**config.mk**
```make
export PLATFORM = sky130hd
export DESIGN_NAME = sync_length_message_deframer
export DESIGN_NICKNAME = d
export VERILOG_FILES = /design/src/sv/slmd_pkg.sv /design/src/sv/sync_length_message_deframer.sv
export SDC_FILE = /design/constraint.sdc
export NUM_CORES = 1
export LEC_CHECK = 0
export BUFFER_PORTS_ARGS = -buffer_cell sky130_fd_sc_hd__buf_4
export CAP_MARGIN = 0
export CORE_ASPECT_RATIO = 0.8
export CORE_MARGIN = 5
export CORE_UTILIZATION = 35
export CTS_BUF_LIST = sky130_fd_sc_hd__clkbuf_16
export CTS_CLUSTER_SIZE = 8
export DETAILED_ROUTE_END_ITERATION = 10
export SLEW_MARGIN = 15
export SYNTH_ARGS = -nofsm -noshare
export SYNTH_HDL_FRONTEND = slang
export SYNTH_SLANG_ARGS = --single-unit
```
**constraint.sdc**
```tcl
create_clock -name i_clk -period 3.21 [get_ports i_clk]
set_input_delay 0.321 -clock i_clk [delete_from_list [all_inputs] [get_ports i_clk]]
set_output_delay 0.321 -clock i_clk [all_outputs]
set_load 0.01 [all_outputs]
```
**src/sv/slmd_pkg.sv**
```systemverilog
// Shared constants and types for the sync/length message deframer.
// No dependencies; imported by the deframer, its checker and the testbench.
package slmd_pkg;

    localparam int IDX_W = 17;

    typedef logic [7:0]       t_byte;
    typedef logic [IDX_W-1:0] t_idx;

    localparam t_byte SYNC_A = 8'hAA;
    localparam t_byte SYNC_B = 8'h44;
    localparam t_byte SYNC_C = 8'hB5;

    localparam t_idx IDX_SYNC_C   = 17'd2;
    localparam t_idx IDX_LEN_LO   = 17'd6;
    localparam t_idx IDX_LEN_HI   = 17'd7;
    localparam t_idx IDX_HDR_LAST = 17'd23;
    localparam t_idx HEADER_LEN   = 17'd24;
    localparam t_idx CHECK_TAIL   = 17'd3;
    localparam t_idx MAX_LEN_RST  = 17'd16380;

endpackage

```
**src/sv/sync_length_message_deframer.sv**
```systemverilog
// The result of an accepted input byte is registered in the output register.
// Throughput: one byte per cycle; input stalls only while the output register is
// held by a stalled downstream. Hunting bytes that do not complete sync give no result.
// Reset (synchronous, active low): hunting, sync window cleared, limit = 16380.
// Sync/length deframer top level; depends on slmd_pkg.
module sync_length_message_deframer (
    input  logic                 i_clk,
    input  logic                 i_rst_n,
    input  logic                 i_cfg_wr_en,
    input  logic [16:0]          i_cfg_wr_data,
    input  logic                 i_valid,
    output logic                 o_stall,
    input  slmd_pkg::t_byte      i_in_byte,
    output logic                 o_valid,
    input  logic                 i_stall,
    output slmd_pkg::t_byte      o_out_byte,
    output slmd_pkg::t_idx       o_byte_index,
    output logic                 o_frame_start,
    output logic                 o_frame_end,
    output logic                 o_length_error
);
    import slmd_pkg::*;

    logic  [15:0] r_sync_window, n_sync_window;
    logic         r_in_frame,    n_in_frame;
    t_idx         r_pos,         n_pos;
    t_byte        r_len_lo,      n_len_lo;
    t_idx         r_msg_len,     n_msg_len;
    t_idx         r_max_len;

    logic         r_valid;
    t_byte        r_out_byte;
    t_idx         r_out_idx;
    logic         r_start, r_end, r_err;

    logic         accept;
    logic         hit;
    logic         emit;
    logic         res_start, res_end, res_err;
    t_idx         idx;
    t_idx         res_idx;
    t_idx         last_idx;

    assign o_stall = r_valid & i_stall;
    assign accept  = i_valid & ~o_stall;

    assign hit = (r_sync_window[15:8] == SYNC_A) && (r_sync_window[7:0] == SYNC_B)
                 && (i_in_byte == SYNC_C);
    assign idx      = r_pos + 17'd1;
    assign last_idx = r_msg_len + CHECK_TAIL;

    always_comb begin
        n_sync_window = r_sync_window;
        n_in_frame    = r_in_frame;
        n_pos         = r_pos;
        n_len_lo      = r_len_lo;
        n_msg_len     = r_msg_len;
        emit          = 1'b0;
        res_start     = 1'b0;
        res_end       = 1'b0;
        res_err       = 1'b0;
        res_idx       = idx;
        if (!r_in_frame) begin
            n_sync_window = {r_sync_window[7:0], i_in_byte};
            if (hit) begin
                n_in_frame = 1'b1;
                n_pos      = IDX_SYNC_C;
                emit       = 1'b1;
                res_start  = 1'b1;
                res_idx    = IDX_SYNC_C;
            end
        end else begin
            emit  = 1'b1;
            n_pos = idx;
            if (idx == IDX_LEN_LO) begin
                n_len_lo = i_in_byte;
            end else if (idx == IDX_LEN_HI) begin
                n_msg_len = {1'b0, i_in_byte, r_len_lo} + HEADER_LEN;
            end
            if (idx == IDX_HDR_LAST && r_msg_len > r_max_len) begin
                res_end = 1'b1;
                res_err = 1'b1;
            end else if (idx >= IDX_HDR_LAST && idx >= last_idx) begin
                res_end = 1'b1;
            end
            if (res_end) begin
                n_in_frame    = 1'b0;
                n_sync_window = '0;
                n_pos         = '0;
            end
        end
    end

    always_ff @(posedge i_clk) begin
        if (!i_rst_n) begin
            r_sync_window <= '0;
            r_in_frame    <= 1'b0;
            r_pos         <= '0;
            r_len_lo      <= '0;
            r_msg_len     <= '0;
            r_max_len     <= MAX_LEN_RST;
            r_valid       <= 1'b0;
        end else begin
            if (i_cfg_wr_en) begin
                r_max_len <= i_cfg_wr_data;
            end
            if (accept) begin
                r_sync_window <= n_sync_window;
                r_in_frame    <= n_in_frame;
                r_pos         <= n_pos;
                r_len_lo      <= n_len_lo;
                r_msg_len     <= n_msg_len;
            end
            if (!o_stall) begin
                r_valid <= accept & emit;
            end
        end
    end

    // result payload, loaded with the request that produces it
    always_ff @(posedge i_clk) begin
        if (accept && emit) begin
            r_out_byte <= i_in_byte;
            r_out_idx  <= res_idx;
            r_start    <= res_start;
            r_end      <= res_end;
            r_err      <= res_err;
        end
    end

    assign o_valid        = r_valid;
    assign o_out_byte     = r_out_byte;
    assign o_byte_index   = r_out_idx;
    assign o_frame_start  = r_start;
    assign o_frame_end    = r_end;
    assign o_length_error = r_err;

endmodule

```
Word level (Yosys, flattened, before mapping)
Cells that the tools add are included.
{ "word_totals": {"word_cells": 55, "register_bits": 105, "out_inout_bits": 30} }
{ "op_classes": {"n_lt_le_gt_ge": 3, "n_reduce_logical": 10, "n_eq_ne": 7, "muxes": 15, "bitwise_logic": 5, "addsub": 3} }
{ "op_table": {"columns": ["op", "count"], "rows": [
  ["17-bit two-way mux", 5],
  ["17-bit by 3-bit == test with 1-bit output, second input constant", 2],
  ["16-bit two-way mux", 2],
  ["16-bit by 5-bit adder with 17-bit output, second input constant", 1],
  ["17-bit by 1-bit adder with 17-bit output, second input constant", 1],
  ["17-bit by 2-bit adder with 17-bit output, second input constant", 1],
  ["17-bit by 5-bit == test with 1-bit output, second input constant", 1],
  ["17-bit greater-or-equal comparator", 1],
  ["17-bit by 5-bit greater-or-equal comparator with 1-bit output, second input constant", 1],
  ["17-bit > comparator", 1],
  ["8-bit == test, second input constant", 2],
  ["8-bit by 7-bit == test with 1-bit output, second input constant", 1],
  ["1-bit two-way mux", 8],
  ["1-bit logical AND", 5],
  ["2-bit AND reduction", 2],
  ["4-bit AND reduction", 1],
  ["1-bit bitwise AND", 3],
  ["3-bit AND reduction", 1],
  ["2-bit by 1-bit inequality test with 1-bit output, second input constant", 1],
  ["1-bit NOT", 2],
  ["2-bit nonzero test", 1]
]} }

Longest topological paths before layout
{ "depth": {"word_depth": 8, "depth_mapped": 16, "mapped_depth_nobuf": 15} }

Least setup slack after synthesis
No wires, ideal clock.
{ "synth_path": {"path_type": "reg-to-reg", "startpoint": "register r_pos[0]", "endpoint": "register r_end, in the netlist o_frame_end (data pin)", "path_stages_with_launch": 16, "setup_ns": 0.255, "required_time_ns": 2.955, "slack_ns": -0.142, "arrival_time_ns": 3.097, "cell_sequence": "dfxtp_1 > ha_1 > and3_1 > buf_4 > nand4_4 > or2_2 > nand2_1 > ha_1 > nand4_1 > nor3_1 > a2111oi_0 > o21a_1 > a21boi_2 > o22ai_4 > buf_2 > and2_1"} }
{ "synth_between": {"elab_chain_cells": 6, "elab_cells_between_ends": 9} }
{ "synth_rtl": {"columns": ["item", "line", "rtl"], "rows": [
  ["from (decl)", "sync_length_message_deframer.sv:26", "t_idx r_pos, n_pos;"],
  ["from (signal assigned)", "sync_length_message_deframer.sv:110", "r_pos <= n_pos;"],
  ["17-bit by 1-bit adder with 17-bit output (*)", "sync_length_message_deframer.sv:49", "assign idx = r_pos + 17'd1;"],
  ["17-bit by 5-bit greater-or-equal comparator with 1-bit output / 17-bit greater-or-equal comparator (equally long branches)", "sync_length_message_deframer.sv:83", "end else if (idx >= IDX_HDR_LAST && idx >= last_idx) begin"],
  ["1-bit logical AND", "sync_length_message_deframer.sv:83", null],
  ["1-bit two-way mux", "sync_length_message_deframer.sv:83", null],
  ["1-bit two-way mux (*)", "sync_length_message_deframer.sv:80", "if (idx == IDX_HDR_LAST && r_msg_len > r_max_len) begin"],
  ["1-bit two-way mux (*)", "sync_length_message_deframer.sv:63", "if (!r_in_frame) begin"],
  ["to (signal assigned)", "sync_length_message_deframer.sv:126", "r_end <= res_end;"],
  ["to (decl)", "sync_length_message_deframer.sv:34", "logic r_start, r_end, r_err;"]
]} }
Mark *: on every way between the ends. The rest lies on a longest branch, timed or not. The select of a mux whose other input is x is not followed.
A chain may end at the register's enable or synchronous reset.

Worst setup path in the final report
{ "layout_path": {"startpoint": "register r_msg_len[6]", "endpoint": "register r_sync_window[8]"} }
{ "layout_between": {"elab_chain_cells": 8, "elab_cells_between_ends": 10} }
{ "layout_rtl": {"columns": ["item", "line", "rtl"], "rows": [
  ["from (decl)", "sync_length_message_deframer.sv:28", "t_idx r_msg_len, n_msg_len;"],
  ["from (signal assigned)", "sync_length_message_deframer.sv:112", "r_msg_len <= n_msg_len;"],
  ["17-bit by 2-bit adder with 17-bit output", "sync_length_message_deframer.sv:50", "assign last_idx = r_msg_len + CHECK_TAIL;"],
  ["17-bit greater-or-equal comparator", "sync_length_message_deframer.sv:83", null],
  ["1-bit logical AND", "sync_length_message_deframer.sv:83", null],
  ["1-bit two-way mux", "sync_length_message_deframer.sv:83", null],
  ["1-bit two-way mux (*)", "sync_length_message_deframer.sv:80", null],
  ["1-bit two-way mux (*)", "sync_length_message_deframer.sv:63", null],
  ["2-bit by 1-bit inequality test with 1-bit output (no source line) (*)", null, null],
  ["2-bit AND reduction (no source line) (*)", null, null],
  ["to (signal assigned)", "sync_length_message_deframer.sv:108", "r_sync_window <= n_sync_window;"],
  ["to (decl)", "sync_length_message_deframer.sv:24", "logic [15:0] r_sync_window, n_sync_window;"]
]} }
Marks and branches as above.

==> run summary <==
The run finished, with violations left. The final reports fail on negative setup slack. In the post-synthesis netlist, the biggest area contributors are sky130_fd_sc_hd__dfxtp_1 (26%), sky130_fd_sc_hd__edfxtp_1 (14%), sky130_fd_sc_hd__ha_1 (8.3%). The number of nets handed over by synthesis was 713.

The number of standard cells in the layout, taps in and fillers out was 1007. In the final design database the tool counted 851 nets. In this run the tool buffered the top-level ports with 59 buffer cells.

The net switching fraction of the power works out to 22.8%. For this run, the leading register cell type out of synthesis is sky130_fd_sc_hd__dfxtp_1. Yosys mapped the design onto 59 distinct sky130hd cell types. Net load switching power: 581 uW. After clock tree synthesis, the clock-pin slew on the worst setup and hold paths is 0.07 ns. The tools report the critical register-to-register path startpoint as r_msg_len[6]$_SDFFE_PN0P_.

The part of the cycle the worst path needs is 103%, and the total number of H-tree levels is 3. Counting flops with an async set or reset pin after synthesis yields a share of 0%. The post-synthesis area per instance is 9.18 um^2. For this design, the CTS-stage hold fixing added 0 buffers. The fraction of power consumed by sequential logic is 54.4%, and the cell count after placement is 970. Headroom to the max-slew limit came out at 59.6%. The layout cell share with drive strength beyond 1 was 31.4%; the total routing resource utilization after global routing was 16.9%. The number of global-route vias before repair came out at 5071.

Timing would allow up to 302 MHz. Of the total power, combinational logic draws 5.6%. The number of antenna violations at the first check in global routing was 0; the number of max-cap violations was 0. The mapped netlist covers 5910 um^2. In this run the worst path has a maximum fanout of 6. The run gives 16200 um as the overall routed net length. In this run the horizontal extent of the chip is 155 um. Synthesis handed over a netlist of 644 instances. For hold timing, the worst endpoint is r_max_len[2]$_SDFFE_PN1P_. Most common cell after layout, fill and taps aside: sky130_fd_sc_hd__buf_4. For this design the top-level I/O count stands at 60.

Row generation in the floorplan step produced 42 rows. The transition time at the pin with the least slew margin was 0.603 ns. The first global-routing pass estimated 26300 um of wire. Library cell used as clock root buffer: sky130_fd_sc_hd__clkbuf_16.

The vias after detailed routing is 5133. Routability-driven placement finished with a final weighted congestion of 0.910. The tools report the latest clock arrival within the worst-skew pair as 0.36 ns. The top cell type by area accounts for 26.1% of the synthesized area. Y dimension of the die: 126 um. By startpoint and endpoint, the worst setup path is classified as reg -> reg. Buffers inserted during clock tree synthesis total 9.

The number of antenna diodes in the final layout is 0. The iteration count of the initial detailed-routing pass was 5; the final critical delay including setup and external delays was 3.31 ns. The relative contribution of the clock network to total power came out at 40.1%.

Post-placement worst setup slack: -0.518 ns. The full die area was 19600 um^2; the number of enable flip-flop cells after synthesis was 28. The area added between synthesis and finish came out at 33.6%. The number of fill cells was 1541.

Synthesis inferred 105 register bits. STA puts the critical path data required time at 3.51 ns. No sink is reached through more buffers than the 2 on the longest clock path. Count of warnings emitted by yosys: 0. Setup repair after global routing could not meet its margin everywhere.

For the number of sinks driven by the clock tree, the log shows 105. The worst register-to-register path ends at r_sync_window[8]$_SDFFE_PN0P_. For this design the ratio of total power to cell area is 323 nW/um^2.

TritonCTS built the clock tree. In the final routed layout, each cell accounts on average for 16.1 um. The number of max-slew violations in the final report was 0. For the final database, setup skew stands at 0.00897 ns. The placeable core area came out at 16600 um^2. Summed over all layers, the global routing overflow is 0. Leading area contributor after synthesis: sky130_fd_sc_hd__dfxtp_1. Counting instances, the worst hold path has a depth of 3. The min-delay analysis places its worst path in the category in -> reg. For this block, the initial DRC count from the detailed router was 385.

Once the floorplan was initialized, standard cells occupied 35.7% of the core. The run gives -0.103 ns as the smallest setup slack after layout. The mean number of vias per cell was 5.10. The source of the worst hold timing path was i_cfg_wr_data[2].

Leaving out fill and tap cells, the most frequent cells in the layout are sky130_fd_sc_hd__buf_4 (147), sky130_fd_sc_hd__nand2_1 (79), sky130_fd_sc_hd__dfxtp_1 (67). The logs give 0 for the remaining routing DRC violations and 0.182 ns for the worst hold slack. The final count of negative-setup-slack endpoints came out at 27.

STA classifies the critical path endpoint as a flip-flop. Counting cells, the worst reg-to-reg path comes to 18. Detailed placement ended at an HPWL of 11800 um.

The worst setup path is launched from a flip-flop. The logs give 0.314 mV for the maximum vdd drop and 1970 uW for the cell-internal power. For flop-to-flop paths, the worst setup slack is -0.10 ns. The tools report the leakage power as 0.00355 uW.

The final hold violation count is 0. Entering global routing, the biggest net connects 55 pins. The run gives 3.62 ns as the arrival time at the worst endpoint.

The fraction of the yosys area taken by sequential cells was 40.3%; the number of nets still failing antenna checks after routing was 0.
==> registers in the layout (all words and copies together) (netlist names) <==
name            count
o_byte_index       17
o_frame_end         1
o_frame_start       1
o_length_error      1
o_out_byte          8
o_valid             1
r_in_frame          1
r_len_lo            8
r_max_len          17
r_msg_len          17
r_pos              17
r_sync_window      16
==> per-layer routing <==
layer / vias to the layer above / GRT usage, % / wire length, um
li1: 2535 / - / -
met1: 2429 / 23.5 / 7590
met4: 0 / 4.73 / 254
met2: 145 / 25.7 / 7250
met5: - / 0 / 0
met3: 24 / 5.04 / 1130
==> power groups by stage <==
stage	Clock (uW)	Combinational (uW)	Sequential [uW]
2_1_floorplan	0	80.7	1410
3_3_place_gp	0	135	1420
3_5_place_dp	0	140	1420
4_1_cts	1060	141	1390
5_1_grt	1120	160	1390
6_report	1020	142	1390
==> layout make-up <==
type	count	area [um^2]	share of cell area, %
clock inverter	7	47.5	0.602
inverter	33	124	1.57
multi-input combinational	476	3570	45.2
sequential	105	2400	30.4
tap	220	275	3.49
timing repair buffer	157	1250	15.9
clock buffer	9	225	2.85
==> cells by family (layout without fill, tap and decap cells) <==
logic type	count (synthesis)	in the layout	synth area share [%]
simple gates	256	256	22.8
buf+inv	66	206	5.21
fa+ha+maj	39	39	8.26
compound gates	117	120	13.9
flops	105	105	40.3
xor+xnor	43	43	6.50
mux	18	18	3.07
==> worst max-delay path: stages, from the launching register on <==
cell and delay (ns):
sky130_fd_sc_hd__dfxtp_2 0.35, sky130_fd_sc_hd__nand3_4 0.10, sky130_fd_sc_hd__buf_6 0.13, sky130_fd_sc_hd__nor3_4 0.16, sky130_fd_sc_hd__nand4_1 0.19, sky130_fd_sc_hd__buf_4 0.21, sky130_fd_sc_hd__nor3_2 0.14, sky130_fd_sc_hd__xnor2_1 0.10
sky130_fd_sc_hd__ha_1 0.31, sky130_fd_sc_hd__a21o_1 0.17, sky130_fd_sc_hd__a21o_1 0.15, sky130_fd_sc_hd__a21oi_1 0.12, sky130_fd_sc_hd__o21a_1 0.17, sky130_fd_sc_hd__a21boi_4 0.28, sky130_fd_sc_hd__o22ai_4 0.14, sky130_fd_sc_hd__buf_6 0.16
sky130_fd_sc_hd__buf_12 0.13, sky130_fd_sc_hd__o21ai_2 0.10, sky130_fd_sc_hd__and2_4 0.14
==> metrics by stage <==
stage | utilization (%) | total power, uW | setup TNS [ns] | cell area (um^2)
global route | 47.7 | 2660 | -9.06 | 7890
CTS | 46.6 | 2590 | -0.0546 | 7710
detailed placement | 42.9 | 1560 | -12.12 | 7100
floorplan | - | 1490 | 0 | 5930
finish | 47.7 | 2550 | -1.53 | 7890
global placement | 42.9 | 1550 | -10.90 | 7100
==> synth_stat cells (12+ instances only) <==
master                      n
sky130_fd_sc_hd__a21oi_1   12
sky130_fd_sc_hd__a22oi_1   18
sky130_fd_sc_hd__and2_1    32
sky130_fd_sc_hd__clkbuf_1  20
sky130_fd_sc_hd__dfxtp_1   77
sky130_fd_sc_hd__edfxtp_1  28
sky130_fd_sc_hd__ha_1      39
sky130_fd_sc_hd__inv_1     33
sky130_fd_sc_hd__mux2i_1   17
sky130_fd_sc_hd__nand2_1   81
sky130_fd_sc_hd__nand3_1   16
sky130_fd_sc_hd__nand4_1   14
sky130_fd_sc_hd__nor2_1    39
sky130_fd_sc_hd__nor2b_1   27
sky130_fd_sc_hd__o211ai_1  12
sky130_fd_sc_hd__o21ai_0   21
sky130_fd_sc_hd__o21ai_1   13
sky130_fd_sc_hd__xnor2_1   21
sky130_fd_sc_hd__xor2_1    21
==> repair_timing <==
action / CTS / global route
resized for setup: 56 / 31
endpoints found under the setup margin: 36 / 38
gates cloned: 3 / 0
pin swaps: 31 / 24
buffers inserted: 11 / 8
==> worst max-delay path by stage <==
stage	from	to	slack [ns]	cells past startpoint
after CTS	r_msg_len[1]$_SDFFE_PN0P_	r_pos[13]$_SDFFE_PN0P_	-0.03	15
final	r_msg_len[6]$_SDFFE_PN0P_	r_sync_window[8]$_SDFFE_PN0P_	-0.10	18
after global placement	r_pos[1]$_SDFFE_PN0P_	r_pos[13]$_SDFFE_PN0P_	-0.40	14
after floorplan	r_msg_len[0]$_SDFFE_PN0P_	o_frame_end$_SDFFCE_PN0P_	0.005	15
after global routing	r_msg_len[6]$_SDFFE_PN0P_	r_sync_window[8]$_SDFFE_PN0P_	-0.31	18
after detailed placement	r_msg_len[0]$_SDFFE_PN0P_	r_pos[3]$_SDFFE_PN0P_	-0.52	16
Power figures use the tool's default switching activity.
